$ cat src/hdl/nnt_pkg.sv
// Shared types and constants of the nearest-neighbor tour builder.
// No dependencies; every other file uses this package.
`timescale 1ns / 1ps
`default_nettype none
package nnt_pkg;

    localparam int MAX_POINTS_DEF = 32;
    localparam int MAX_DIMS_DEF   = 8;

    localparam int COORD_W = 16;
    localparam int NODE_W  = 6;
    localparam int DIMS_W  = 4;

    localparam logic [DIMS_W-1:0] DIMS_RESET = 4'd2;

    typedef enum logic [2:0] {
        ST_LOAD,
        ST_XFER,
        ST_START,
        ST_ACC,
        ST_SCAN,
        ST_EMIT,
        ST_END
    } nnt_state_t;

    typedef struct packed {
        logic                      wr_en;
        logic [NODE_W-1:0]         wr_pt;
        logic [DIMS_W-1:0]         wr_dim;
        logic signed [COORD_W-1:0] wr_data;
        logic                      rot;
        logic                      acc_clr;
        logic                      acc_en;
        logic                      vis_init;
        logic                      vis_set;
        logic [NODE_W-1:0]         sel_node;
        logic [NODE_W-1:0]         n_pts;
        logic [DIMS_W-1:0]         dims;
    } cell_ctrl_t;

endpackage
`default_nettype wire

$ cat src/hdl/nnt_cell.sv
// One point of the tour chain: coordinates, visited flag, distance accumulator
// and one stage of the minimum-search chain. Depends on nnt_pkg.
`timescale 1ns / 1ps
`default_nettype none
module nnt_cell #(
    parameter int MAX_DIMS = nnt_pkg::MAX_DIMS_DEF
) (
    input  logic                                      clk,
    input  logic                                      rst_n,
    input  nnt_pkg::cell_ctrl_t                       ctrl,
    input  logic [nnt_pkg::NODE_W-1:0]                idx,
    input  logic signed [nnt_pkg::COORD_W-1:0]        ref_coord,
    output logic signed [nnt_pkg::COORD_W-1:0]        head,
    input  logic [2*nnt_pkg::COORD_W+$clog2(MAX_DIMS):0] dist_in,
    input  logic [nnt_pkg::NODE_W-1:0]                node_in,
    output logic [2*nnt_pkg::COORD_W+$clog2(MAX_DIMS):0] dist_out,
    output logic [nnt_pkg::NODE_W-1:0]                node_out
);
    import nnt_pkg::*;

    localparam int DIST_W = 2*COORD_W + $clog2(MAX_DIMS) + 1;

    logic signed [COORD_W-1:0]   coord_reg [MAX_DIMS];
    logic signed [COORD_W-1:0]   coord_next [MAX_DIMS];
    logic signed [COORD_W-1:0]   head_dly_reg;
    logic signed [COORD_W:0]     diff;
    logic signed [2*COORD_W+1:0] prod;
    logic [2*COORD_W-1:0]        sq_reg;
    logic [DIST_W-1:0]           acc_reg;
    logic [DIST_W-1:0]           acc_next;
    logic                        visited_reg;
    logic                        visited_next;
    logic                        cand;
    logic [DIST_W-1:0]           dist_out_reg;
    logic [NODE_W-1:0]           node_out_reg;
    logic                        wr_hit;

    assign wr_hit = ctrl.wr_en && (ctrl.wr_pt == idx);
    assign head   = coord_reg[0];

    for (genvar k = 0; k < MAX_DIMS; k++) begin : g_coord
        localparam int KN = (k + 1) % MAX_DIMS;
        always_comb
        begin
            coord_next[k] = coord_reg[k];
            if (wr_hit && ctrl.wr_dim == DIMS_W'(k))
            begin
                coord_next[k] = ctrl.wr_data;
            end
            else if (ctrl.rot && DIMS_W'(k) < ctrl.dims)
            begin
                if (DIMS_W'(k) + DIMS_W'(1) == ctrl.dims)
                begin
                    coord_next[k] = coord_reg[0];
                end
                else
                begin
                    coord_next[k] = coord_reg[KN];
                end
            end
        end

        always_ff @(posedge clk)
        begin
            coord_reg[k] <= coord_next[k];
        end
    end

    assign diff = {head_dly_reg[COORD_W-1], head_dly_reg} - {ref_coord[COORD_W-1], ref_coord};
    assign prod = diff * diff;

    always_comb
    begin
        acc_next = acc_reg;
        if (ctrl.acc_clr)
        begin
            acc_next = '0;
        end
        else if (ctrl.acc_en)
        begin
            acc_next = acc_reg + DIST_W'(sq_reg);
        end
    end

    always_comb
    begin
        visited_next = visited_reg;
        if (ctrl.vis_init)
        begin
            visited_next = (idx == '0);
        end
        else if (ctrl.vis_set && ctrl.sel_node == idx)
        begin
            visited_next = 1'b1;
        end
    end

    assign cand = (idx < ctrl.n_pts) && !visited_reg;

    always_ff @(posedge clk)
    begin
        head_dly_reg <= head;
        sq_reg       <= prod[2*COORD_W-1:0];
        acc_reg      <= acc_next;
        if (cand && acc_reg < dist_in)
        begin
            dist_out_reg <= acc_reg;
            node_out_reg <= idx;
        end
        else
        begin
            dist_out_reg <= dist_in;
            node_out_reg <= node_in;
        end
    end

    always_ff @(posedge clk or negedge rst_n)
    begin
        if (!rst_n)
        begin
            visited_reg <= 1'b0;
        end
        else
        begin
            visited_reg <= visited_next;
        end
    end

    assign dist_out = dist_out_reg;
    assign node_out = node_out_reg;

endmodule
`default_nettype wire

$ cat config.mk
export PLATFORM = sky130hd
export DESIGN_NAME = nnt_cell
export DESIGN_NICKNAME = d
export VERILOG_FILES = /design/src/hdl/nnt_pkg.sv /design/src/hdl/nnt_cell.sv
export SDC_FILE = /design/constraint.sdc
export NUM_CORES = 1
export LEC_CHECK = 0
export ABC_AREA = 1
export BUFFER_PORTS_ARGS = -buffer_cell sky130_fd_sc_hd__buf_2
export CELL_PAD_IN_SITES_DETAIL_PLACEMENT = 0
export CELL_PAD_IN_SITES_GLOBAL_PLACEMENT = 1
export CORE_MARGIN = 2
export CORE_UTILIZATION = 47
export DETAILED_ROUTE_END_ITERATION = 10
export PLACE_DENSITY = 0.87
export REMOVE_ABC_BUFFERS = 1
export SLEW_MARGIN = 10
export SYNTH_ARGS = -nofsm -noshare
export SYNTH_HDL_FRONTEND = slang
export SYNTH_SLANG_ARGS = --single-unit
export TNS_END_PERCENT = 5
$ cat constraint.sdc
create_clock -name clk -period 8.12 [get_ports clk]
set_input_delay 1.218 -clock clk [delete_from_list [all_inputs] [get_ports clk]]
set_output_delay 1.218 -clock clk [all_outputs]
set_load 0.01 [all_outputs]
# Word-level counts from Yosys, hierarchy flattened
# Memories as Yosys holds them, arrays and structs flattened.
# Cells that the tools add are included.
[totals]
reg_bits = 127
ram_bits = 128
wordCells = 87
memories = 1
[classes]
n_addsub = 2
n_mul = 1
order_cmp = 10
n_eq_ne = 16
n_mux = 27
n_reduce_logical = 24
[mem_list]
columns = ["memory", "words", "word_bits", "rd", "rd_clocked_by_memory_dff", "write_ports", "line", "source"]
rows = [
  ["coord_reg", 8, 16, 8, 0, 8, "nnt_cell.sv:23", "logic signed [COORD_W-1:0] coord_reg [MAX_DIMS];"],
]
[ops]
columns = ["cell", "count"]
rows = [
  ["16-bit 2-to-1 mux", 23],
  ["36-bit by 32-bit adder with 36-bit output", 1],
  ["36-bit < comparator", 1],
  ["36-bit 2-to-1 mux", 1],
  ["17-bit by 17-bit multiplier with 32-bit output", 1],
  ["1-bit logical AND", 20],
  ["16-bit by 16-bit subtractor with 17-bit output", 1],
  ["3-bit by 4-bit == test with 1-bit output, first input constant", 4],
  ["4-bit by 3-bit == test with 1-bit output, second input constant", 4],
  ["3-bit by 4-bit < comparator with 1-bit output, first input constant", 4],
  ["6-bit == test", 2],
  ["2-bit by 4-bit == test with 1-bit output, first input constant", 2],
  ["4-bit by 2-bit == test with 1-bit output, second input constant", 2],
  ["1-bit by 4-bit < comparator with 1-bit output, first input constant", 2],
  ["2-bit by 4-bit < comparator with 1-bit output, first input constant", 2],
  ["6-bit logical NOT", 1],
  ["6-bit < comparator", 1],
  ["6-bit 2-to-1 mux", 1],
  ["1-bit by 4-bit == test with 1-bit output, first input constant", 1],
  ["4-bit by 1-bit == test with 1-bit output, second input constant", 1],
  ["4-bit logical NOT", 1],
  ["1-bit 2-to-1 mux", 2],
  ["2-bit nonzero test", 1],
  ["1-bit logical NOT", 1],
]

# Logic depth before layout (Yosys ltp)
# Gate-level depths: netlist of run 1.
[logic_depth]
ltp_word = 4
mapped_depth = 40

# Least setup slack after synthesis of run 1
# OpenSTA, ideal clock, no wires.
[synth_timing]
path_type = "in2reg"
startpoint = "input port ref_coord[0] (netlist bit)"
endpoint = "register sq_reg[22]"
setup_ps = 119
arrival_time_ps = 7407
required_time_ps = 8001
setup_slack_ps = 594
path_stages = 34
path_cell_list = "ha_1 fa_1 inv_1 nand2_1 nand2_1 nand3_1 nand2_1 nand2_1 o21ai_4 xor2_4 inv_2 buf_6 nor2_4 inv_2 fa_1 inv_1 fa_1 inv_1 fa_1 inv_1 fa_1 fa_1 inv_1 fa_1 inv_1 ha_1 nand2_1 nor2_1 inv_1 nor2_1 nor2_1 o21ai_0 a21oi_1 xnor2_1"
[synth_via]
elab_chain_len = 2
[synth_lines]
columns = ["item", "line", "source"]
rows = [
  ["start: declaration", "nnt_cell.sv:12", "input logic signed [nnt_pkg::COORD_W-1:0] ref_coord,"],
  ["16-bit by 16-bit subtractor with 17-bit output", "nnt_cell.sv:69", "assign diff = {head_dly_reg[COORD_W-1], head_dly_reg} - {ref_coord[COORD_W-1], ref_coord};"],
  ["17-bit by 17-bit multiplier with 32-bit output", "nnt_cell.sv:70", "assign prod = diff * diff;"],
  ["named net prod[22]", "nnt_cell.sv:27", "logic signed [2*COORD_W+1:0] prod;"],
  ["end signal: assignment", "nnt_cell.sv:103", "sq_reg <= prod[2*COORD_W-1:0];"],
  ["end: declaration", "nnt_cell.sv:28", "logic [2*COORD_W-1:0] sq_reg;"],
]
# The timed path passes the listed nets, and every way through them passes these cells.
# A chain may end at the register's enable or synchronous reset.

# Worst setup path in the final report of run 1
[layout_timing]
startpoint = "input port ref_coord[0] (netlist bit)"
endpoint = "register sq_reg[26]"
# The elaborated chain is that of the path after synthesis.

==> results of run 1 <==
-- how the worst max path moves through the flow --
stage	start	endpoint	slack (ns)	cells past startpoint
final	ref_coord[0]	sq_reg[26]	0.47	34
after global routing	ref_coord[0]	sq_reg[24]	0.008	33
after CTS	ref_coord[0]	sq_reg[24]	0.51	33
after detailed placement	ref_coord[0]	sq_reg[24]	-0.09	33
after global placement	ref_coord[0]	sq_reg[23]	-0.02	36
after floorplan	ref_coord[0]	sq_reg[31]	0.43	30
-- metal layers --
layer | vias to the layer above | GRT usage, % | wire, um
met2 | 686 | 42.7 | 31500
met1 | 9829 | 32.7 | 27900
li1 | 9964 | - | -
met4 | 0 | 8.02 | 2260
met5 | - | 0 | 0
met3 | 132 | 4.41 | 4510
-- Yosys cell counts, drive strengths merged (4+ instances only) --
| cell | count |
|---|---|
| clkbuf | 75 |
| ha | 168 |
| or2 | 4 |
| xor2 | 49 |
| nand3 | 93 |
| nand4 | 66 |
| nor2 | 265 |
| nor4 | 10 |
| o211ai | 5 |
| edfxtp | 128 |
| fa | 259 |
| dfxtp | 125 |
| o21bai | 7 |
| a21oi | 107 |
| buf | 33 |
| xnor2 | 20 |
| nand3b | 6 |
| a21o | 7 |
| inv | 584 |
| o21ai | 295 |
| nor3 | 11 |
| nand2 | 746 |
-- logic make-up (layout without fill, tap and decap cells) --
family | Yosys count | in the layout | share of synthesized area [%]
compound gates | 433 | 433 | 9.33
xor+xnor | 69 | 69 | 2.61
fa+ha+maj | 427 | 427 | 30.1
buf+inv | 694 | 871 | 11.1
flops | 254 | 254 | 26.4
mux | 1 | 1 | 0.0414
other cells | 0 | 1 | 0
simple gates | 1206 | 1206 | 20.4
-- critical path, delay by kind of cell --
kind / cells / cell delay, ns
adder cells (fa/ha/maj): 9 / 4.08
AND/OR/NAND/NOR: 14 / 1.58
buffers and inverters: 8 / 0.56
AO/OA/AOI/OAI: 2 / 0.46
XOR/XNOR: 1 / 0.19
-- through the flow --
stage | hold WS [ns] | cells | setup TNS, ns
floorplan | 0.455 | 2976 | 0
global placement | 0.420 | 3891 | -0.0212
detailed placement | 0.429 | 3891 | -0.225
CTS | 0.396 | 3941 | 0
global route | 0.402 | 3941 | 0
finish | 0.415 | 3942 | 0
-- final cells by class --
class | count | area share, %
repair buffers | 235 | 5.07
multi-input cells | 2136 | 56.3
diodes | 1 | 0.00932
clock inverters | 9 | 0.364
well taps | 680 | 3.17
flip-flops and latches | 254 | 23.7
inverters | 586 | 8.20
clock buffers | 41 | 3.13
==> results.json, run 1 <==
{
  "vias": 20600,
  "hold_viol": 0,
  "clock-sinks": 254,
  "clkSlewWorstSetupHoldPaths_ns": 0.07,
  "grt_pass1_wl_um": 107000,
  "synth-main-ff-cell": "edfxtp_1",
  "yosysSeqAreaShare_pct": 26.4,
  "hpwlAfterDp_um": 52600,
  "worstPathArrival_ns": 8.14,
  "io_pins": 172,
  "post-place-ws_ns": -0.0911,
  "coreArea_mm2": 0.0511,
  "cp_max_fo": 10,
  "ys_seq_elements": 254,
  "synthTopCellsByArea": "fa_1 21%, edfxtp_1 16%, nand2_1 12%, dfxtp_1 10%, inv_1 9.0%",
  "finalMaxSlewViolations": 0,
  "rsz0062_at_grt": "no",
  "port-buffer-count": 171,
  "first_iter_violations": 1449,
  "multi_input_area_mm2": 0.0151,
  "layout_common_cells": "743 x nand2_1, 577 x inv_1, 292 x o21ai_0",
  "final_nets": 3781,
  "slowest_delay_ns": 0.54,
  "hp-class": "in2async",
  "status": "completed",
  "initial_core_util_pct": 47.3,
  "r2r_setup_slack_ns": 0.78,
  "grt_pass1_vias": 21000,
  "synth_largest_area_cell": "fa_1",
  "start_kind": "input port",
  "cp.required_ns": 8.61,
  "num_rows": 83,
  "design_area_mm2": 0.0268,
  "synth-edff-count": 128,
  "r2r_end": "sq_reg[26]",
  "slowest_stage": "fa_1",
  "tightest_slew_ns": 1.21,
  "postCtsSetupRepairBufs": 0,
  "crit-reg2reg-launch": "head_dly_reg[0]",
  "cts_buffers": 27,
  "reg2reg_depth": 34,
  "wirelength_um": 66200,
  "place_congestion": 0.913,
  "post_dp_cell_area_mm2": 0.0259,
  "drc": 0,
  "cts-root-buf": "clkbuf_16",
  "post_drt_wl_per_cell_um": 16.8,
  "timing.fmax_ghz": 0.131,
  "die_w_um": 231,
  "dieArea_mm2": 0.0533,
  "drive_gt1_share_pct": 9.20,
  "ant_nets": 0,
  "crit_top_cell": "nand2_1",
  "syn2layout_area_growth_pct": 11.0,
  "largest_reg_flops": 128,
  "antenna_found_initial": 0,
  "cts_hold_buf": 0,
  "fillCellCount": 4962,
  "clockBufferDepth": 3,
  "cts_tree": "built",
  "cp-end-kind": "flop",
  "fin_ws_ns": 0.469,
  "postSynthAreaPerCell_um2": 7.84,
  "grt_start_max_net_pins": 55,
  "htree_levels": 1,
  "async_flop_share_pct": 0.394,
  "skew_ns": 0.0154,
  "final_util_pct": 52.5,
  "overflow": 0,
  "viasPerCell": 5.23,
  "finalCritPeriodShare_pct": 94.2,
  "crit_type": "in2reg",
  "yosys_warnings": 0,
  "ff_latch_area_mm2": 0.00637,
  "setup_viol": 0,
  "layout_commonest_cell": "nand2_1",
  "track_usage_pct": 25.2,
  "die_y_um": 231,
  "synthCells": 3084,
  "cts_resized": 0,
  "finalCriticalPeriod_ns": 7.65,
  "drt_pass1_iterations": 8,
  "yosysTopAreaCellShare_pct": 21.5,
  "ys_types": 46,
  "clock_latency_ns": 0.57,
  "syn_area_mm2": 0.0242,
  "max_cap_viol_count": 0,
  "relSlewSlack_pct": 19.1
}
Power of run 1 is left out: the tool's default activity adds up to more than one toggle a clock period on the data nets, which glitch-free logic cannot reach.
==> run 2, diff against run 1 <==
- CORE_UTILIZATION: 47 -> 48
- CTS_BUF_LIST: unset -> sky130_fd_sc_hd__clkbuf_8
- PLACE_DENSITY: 0.87 -> 0.88
==> results.json, run 2 (synthesis gave the netlist of run 1 again) <==
{
  "status": "completed",
  "largest_reg_flops": 128,
  "io_pins": 172,
  "syn2layout_area_growth_pct": 10.5,
  "hpwlAfterDp_um": 51600,
  "clockBufferDepth": 3,
  "coreArea_mm2": 0.0500,
  "final_nets": 3795,
  "viasPerCell": 5.17,
  "worstSetupPathDepth": 25,
  "cts-root-buf": "clkbuf_8",
  "dieArea_mm2": 0.0522,
  "ant_nets": 0,
  "timing.fmax_ghz": 0.129,
  "post_drt_wl_per_cell_um": 16.4,
  "reg2reg_depth": 33,
  "finalCriticalPeriod_ns": 7.73,
  "crit_type": "in2reg",
  "first_iter_violations": 1368,
  "drc": 0,
  "clock-sinks": 254,
  "layout_common_cells": "743 x nand2_1, 590 x inv_1, 292 x o21ai_0",
  "skew_ns": 0.0457,
  "overflow": 0,
  "hold_viol": 0,
  "drive_gt1_share_pct": 9.65,
  "fin_ws_ns": 0.387,
  "vias": 20500,
  "cts_resized": 0,
  "post-place-ws_ns": -0.132,
  "postCtsSetupRepairBufs": 0,
  "clock_latency_ns": 0.59,
  "wirelength_um": 65000,
  "cp-end-kind": "flop",
  "finalCritPeriodShare_pct": 95.2,
  "cts_buffers": 41,
  "grt_pass1_wl_um": 108000,
  "place_congestion": 0.979,
  "cp.required_ns": 8.56,
  "tightest_slew_ns": 1.24,
  "max_cap_viol_count": 0,
  "post_dp_cell_area_mm2": 0.0259,
  "layout_commonest_cell": "nand2_1",
  "port-buffer-count": 171,
  "cts_hold_buf": 0,
  "start_kind": "input port",
  "slowest_delay_ns": 0.57,
  "grt_start_max_net_pins": 55,
  "drt_pass1_iterations": 6,
  "antenna_found_initial": 0,
  "cp_max_fo": 7,
  "hp-class": "in2async",
  "crit_top_cell": "fa_1",
  "rsz0062_at_grt": "no",
  "num_rows": 82,
  "cp_top_family": "adder cells",
  "cts_tree": "built",
  "grt_pass1_vias": 21300,
  "clkSlewWorstSetupHoldPaths_ns": 0.07,
  "worstPathArrival_ns": 8.17,
  "die_y_um": 228,
  "slowest_stage": "fa_1",
  "setup_viol": 0,
  "die_w_um": 228,
  "worst-path-buf-inv": 6,
  "initial_core_util_pct": 48.4,
  "track_usage_pct": 25.6,
  "finalMaxSlewViolations": 0,
  "design_area_mm2": 0.0267,
  "relSlewSlack_pct": 17.6,
  "htree_levels": 2
}
[run 2: final cells by class]
class	count	area, um2
sequential	254	6370
antenna	1	2.50
clock buffer	49	674
fill	4756	23300
multi-input combinational	2136	15100
tap	672	841
clock inverter	26	133
inverter	586	2200
timing repair buffer	235	1360
[run 2: final timing paths]
kind	endpoint	from	slack [ns]
worst max-delay path	sq_reg[24]	ref_coord[10]	0.39
worst min-delay path	visited_reg	rst_n	0.38
worst max register to register	sq_reg[24]	head_dly_reg[0]	0.79
worst min register to register	head_dly_reg[9]	coord_reg[0][9]	0.44
max in group asynchronous	visited_reg	rst_n	7.65
min in group clk	head_dly_reg[9]	coord_reg[0][9]	0.44
[run 2: metal layers]
metal	share of wire, %	vias to the layer above	GRT usage (%)
met2	47	608	43.8
met5	0	-	0
met3	6.2	131	3.57
met1	43	9725	33.2
li1	-	9992	-
met4	3.7	0	9.09
[run 2: through the flow]
step | TNS [ns] | hold slack, ns | cells | utilization [%]
global placement | -0.317 | 0.431 | 3883 | 51.8
detailed placement | -0.598 | 0.426 | 3883 | 51.8
finish | 0 | 0.385 | 3959 | 53.4
global route | 0 | 0.352 | 3958 | 53.4
CTS | 0 | 0.357 | 3958 | 53.4
floorplan | 0 | 0.455 | 2976 | -
Power of run 2 is left out for the same reason.
